$ cat src/rtl/core/mrm_ram.sv
// generic ram with one write port and one separate read port, registered read
`timescale 1ns / 1ps
module mrm_ram #(
	parameter int WIDTH = 8,
	parameter int DEPTH = 16
) (
	input  logic                     clk,
	input  logic                     we,
	input  logic [$clog2(DEPTH)-1:0] waddr,
	input  logic [WIDTH-1:0]         wdata,
	input  logic [$clog2(DEPTH)-1:0] raddr,
	output logic [WIDTH-1:0]         rdata
);
	logic [WIDTH-1:0] mem [DEPTH];

	always_ff @(posedge clk) begin
		if (we) begin
			mem[waddr] <= wdata;
		end
		rdata <= mem[raddr];
	end
endmodule
$ cat config.mk
export PLATFORM = sky130hd
export DESIGN_NAME = mrm_ram
export DESIGN_NICKNAME = d
export VERILOG_FILES = /design/src/rtl/core/mrm_ram.sv
export SDC_FILE = /design/constraint.sdc
export NUM_CORES = 1
export LEC_CHECK = 0
export ABC_AREA = 1
export BUFFER_PORTS_ARGS = -buffer_cell sky130_fd_sc_hd__buf_2
export CAP_MARGIN = 0
export CORE_UTILIZATION = 35
export DETAILED_ROUTE_END_ITERATION = 8
export PLACE_DENSITY_LB_ADDON = 0.3
export SYNTH_ARGS = -nofsm -noshare
export SYNTH_HDL_FRONTEND = slang
export SYNTH_SLANG_ARGS = --single-unit
$ cat constraint.sdc
create_clock -name clk -period 1.95 [get_ports clk]
set_input_delay 0.585 -clock clk [delete_from_list [all_inputs] [get_ports clk]]
set_output_delay 0.585 -clock clk [all_outputs]
set_load 0.03 [all_outputs]
# Yosys cells after proc, flatten, opt, wreduce, memory -nomap -nowiden
# Memory sizes are Yosys's and may differ from the RTL's. A register that Yosys moved wholly into a read port is not among the register bits.
# Cells that the tools add are included.
[totals]
memories = 1
out_inout_bits = 8
inputBits = 18
ff_bits = 0
ramBits = 128
[classes]
mux = 2
[mem_list]
columns = ["name", "depth", "width", "rd", "rd_ports_with_merged_regs", "wr", "line_no", "source"]
rows = [
  ["mem", 16, 8, 1, 1, 1, "14", "logic [WIDTH-1:0] mem [DEPTH];"],
]
[op_table]
columns = ["op", "count"]
rows = [
  ["1-bit 2-to-1 mux", 2],
]

# Depth between registers and ports, before layout
[depth]
word_depth = 2
depth_mapped = 8

# Worst setup path before layout
# Ideal clock, no wire load.
[synth_timing]
kind = "input -> register"
start = "in waddr[2]"
end = "mem mem[10][0], enable pin"
setup_slack_ns = 0.414
path_buffers = 0
arrival_time_ns = 1.166
path_stages = 2
cell_sequence = "nand3b_1 -> nor2_1"
[synth_rtl]
columns = ["element", "line_no", "source"]
rows = [
  ["from (decl)", "9", "input logic [$clog2(DEPTH)-1:0] waddr,"],
  ["to (decl)", "14", ""],
]
# No word-level cell before the write port.

# Final worst setup path
[layout_timing]
start = "reg rdata[6] (read register of mem)"
end = "out rdata[6]"
[layout_rtl]
columns = ["element", "line_no", "source"]
rows = [
  ["from (decl)", "12", "output logic [WIDTH-1:0] rdata"],
]
# No word-level cell between the ends.

==> run metrics <==
status complete, no violations; Die W 130.4 µm; Crit Path Class flip-flop to output pin; DR iter-0 viols 300; Max clock buf depth 2; vias per inst 4.581; Pleak 2.941 nW; share of post-route cells with drive strength above 1 12.36%; Crit Path Max Fanout 1; pin count of the biggest net entering global routing 51; max-slew headroom at the worst pin 58.61%; area delta synth->final 17.88%; Clk Latency, worst-skew pair 0.42 ns; WP buf/inv 1; worst setup margin 0.3923 ns; Num CTS Buffers 17; H-tree level count 4; Root Buffer Master clkbuf_16; YS warnings 0; grt ovf 0; Setup Skew 0.004320 ns; Avg Cell Area, Syn 10.47 µm²; slew of the pin with the lowest slew margin 0.6199 ns; setup_tns 0 ns; GR Util All Layers 17.04%; Resized cells post-CTS 0; initial antenna violation count 0; CORE AREA 16,000 µm²; vias in the first global route 3,773; die area 16,990 µm²; Worst VDD drop 0.6428 mV; IO buf count 25; Post-CTS Hold Buffers 0; Post-Syn Nets 569; Syn Inst Count 551; clk sinks 136; placer congestion estimate 0.8562; area leader, netlist edfxtp_1; first-pass GRT wire length 20.40 mm; post-synth top area share 66.65%; Post-DRT Antenna Nets 0; IO Count 26; Area contributors post-synth edfxtp_1, nand2_1, nand3_1; MaxCap Viol Count 0; Max Freq 0.6420 GHz; # diodes 0; data arrival time of the worst path 0.97 ns; Tmin final 1.558 ns; PwrDens 1020 nW/µm²; final period utilization 79.88%; final WL 12.99 mm; kind of end point of the critical path output pin; Worst Hold Class input pin to flip-flop; Detailed Place HPWL 8.175 mm; Initial Utilization 36.04%; Die Ht 130.4 µm; pre-CTS setup slack 0.1402 ns; CP top delay family flip-flops; Rows 46; Setup-failing EPs final 0; setup bufs post-CTS 0; distinct cell type count after synthesis 12; Slowest-stage cell, CP dfxtp_1; CP max stage delay 0.34 ns; RSZ-0062 raised after global routing no; CTS tree yes; CP cell instances buf_2; # DRC 0; Fin. Hold Viols 0; Worst EP required 1.36 ns; Mapped Area 5767 µm²; Max Slew Vio Count 0; clk slew on worst S/H paths 0.05 ns; drt pass-1 iters 5; register area share after synthesis 69.43%; crit start category flip-flop; Synth Register Bits 136; Layout Nets 612; WL/cell 15.78 µm; routed vias 3,770
per-stage QoR:
| stage | hold slack (ns) | cell area, µm² | std cells | total power [mW] | util (%) |
|---|---|---|---|---|---|
| floorplan | 0.6074 | 5767 | 551 | 3.613 | - |
| global placement | 0.6622 | 6206 | 791 | 3.789 | 38.79 |
| detailed placement | 0.6704 | 6206 | 791 | 3.796 | 38.79 |
| CTS | 0.4915 | 6798 | 823 | 7.003 | 42.49 |
| global route | 0.5101 | 6798 | 823 | 7.176 | 42.49 |
| finish | 0.5201 | 6798 | 823 | 6.935 | 42.49 |
state kept, by name, indices dropped and copies added, names as in the netlist:
name   count
rdata      8
mem      128
kinds of logic after synthesis:
logic type             count (synthesis)  share of synthesized area (%)
flip-flops                           136                          69.43
buffers and inverters                126                          9.525
AND/OR/NAND/NOR                      289                          21.05
cells in the mapped netlist, drive strengths merged:
master	count
nand3b	2
nand3	97
buf	24
edfxtp	128
dfxtp	8
inv	102
nand2	173
nor2	17
metal layers:
| metal | routed length, µm | vias to the layer above | track usage (%) | share of wire [%] |
|---|---|---|---|---|
| li1 | - | 1858 | - | - |
| met1 | 5801 | 1811 | 20.88 | 45 |
| met2 | 6434 | 89 | 29.01 | 50 |
| met3 | 553 | 12 | 4.100 | 4.3 |
| met4 | 201 | 0 | 6.694 | 1.5 |
| met5 | 0 | - | 0 | 0 |
cell type report:
| cell class | count | area (µm²) |
|---|---|---|
| clock buffers | 19 | 432.9 |
| clock inverters | 13 | 158.9 |
| fillers | 1578 | 9203 |
| inverters | 102 | 382.9 |
| multi-input cells | 289 | 1214 |
| flip-flops and latches | 136 | 4004 |
| well taps | 216 | 270.3 |
| repair buffers | 48 | 335.3 |
placed cells by master (no fill, tap or decap):
master / instances
nand2_1: 173
inv_1: 100
edfxtp_1: 128
clkinv_1: 5
dfxtp_1: 8
clkbuf_1: 2
clkinv_2: 4
buf_12: 3
nand3b_1: 2
nand3_1: 97
bufinv_16: 4
clkbuf_16: 17
buf_2: 25
buf_4: 20
nor2_1: 17
inv_2: 2
path summary, 6_finish.rpt:
| kind | end | from | slack, ns | cells past startpoint |
|---|---|---|---|---|
| worst max-delay path | rdata[6] | rdata[6] | 0.39 | 1 |
| worst min-delay path | rdata[2] | raddr[3] | 0.52 | 3 |
| worst max register to register | rdata[5] | mem[6][5] | 0.91 | 6 |
| worst min register to register | rdata[6] | mem[10][6] | 0.68 | 6 |
power breakdown:
group | switching, mW | total [mW] | internal [mW]
clock | 1.10 | 3.21 | 2.10
combinational | 0.315 | 0.439 | 0.125
sequential | 0.0190 | 3.29 | 3.27
total | 1.44 | 6.93 | 5.50
No activity file was read; power rests on OpenSTA's default activity.
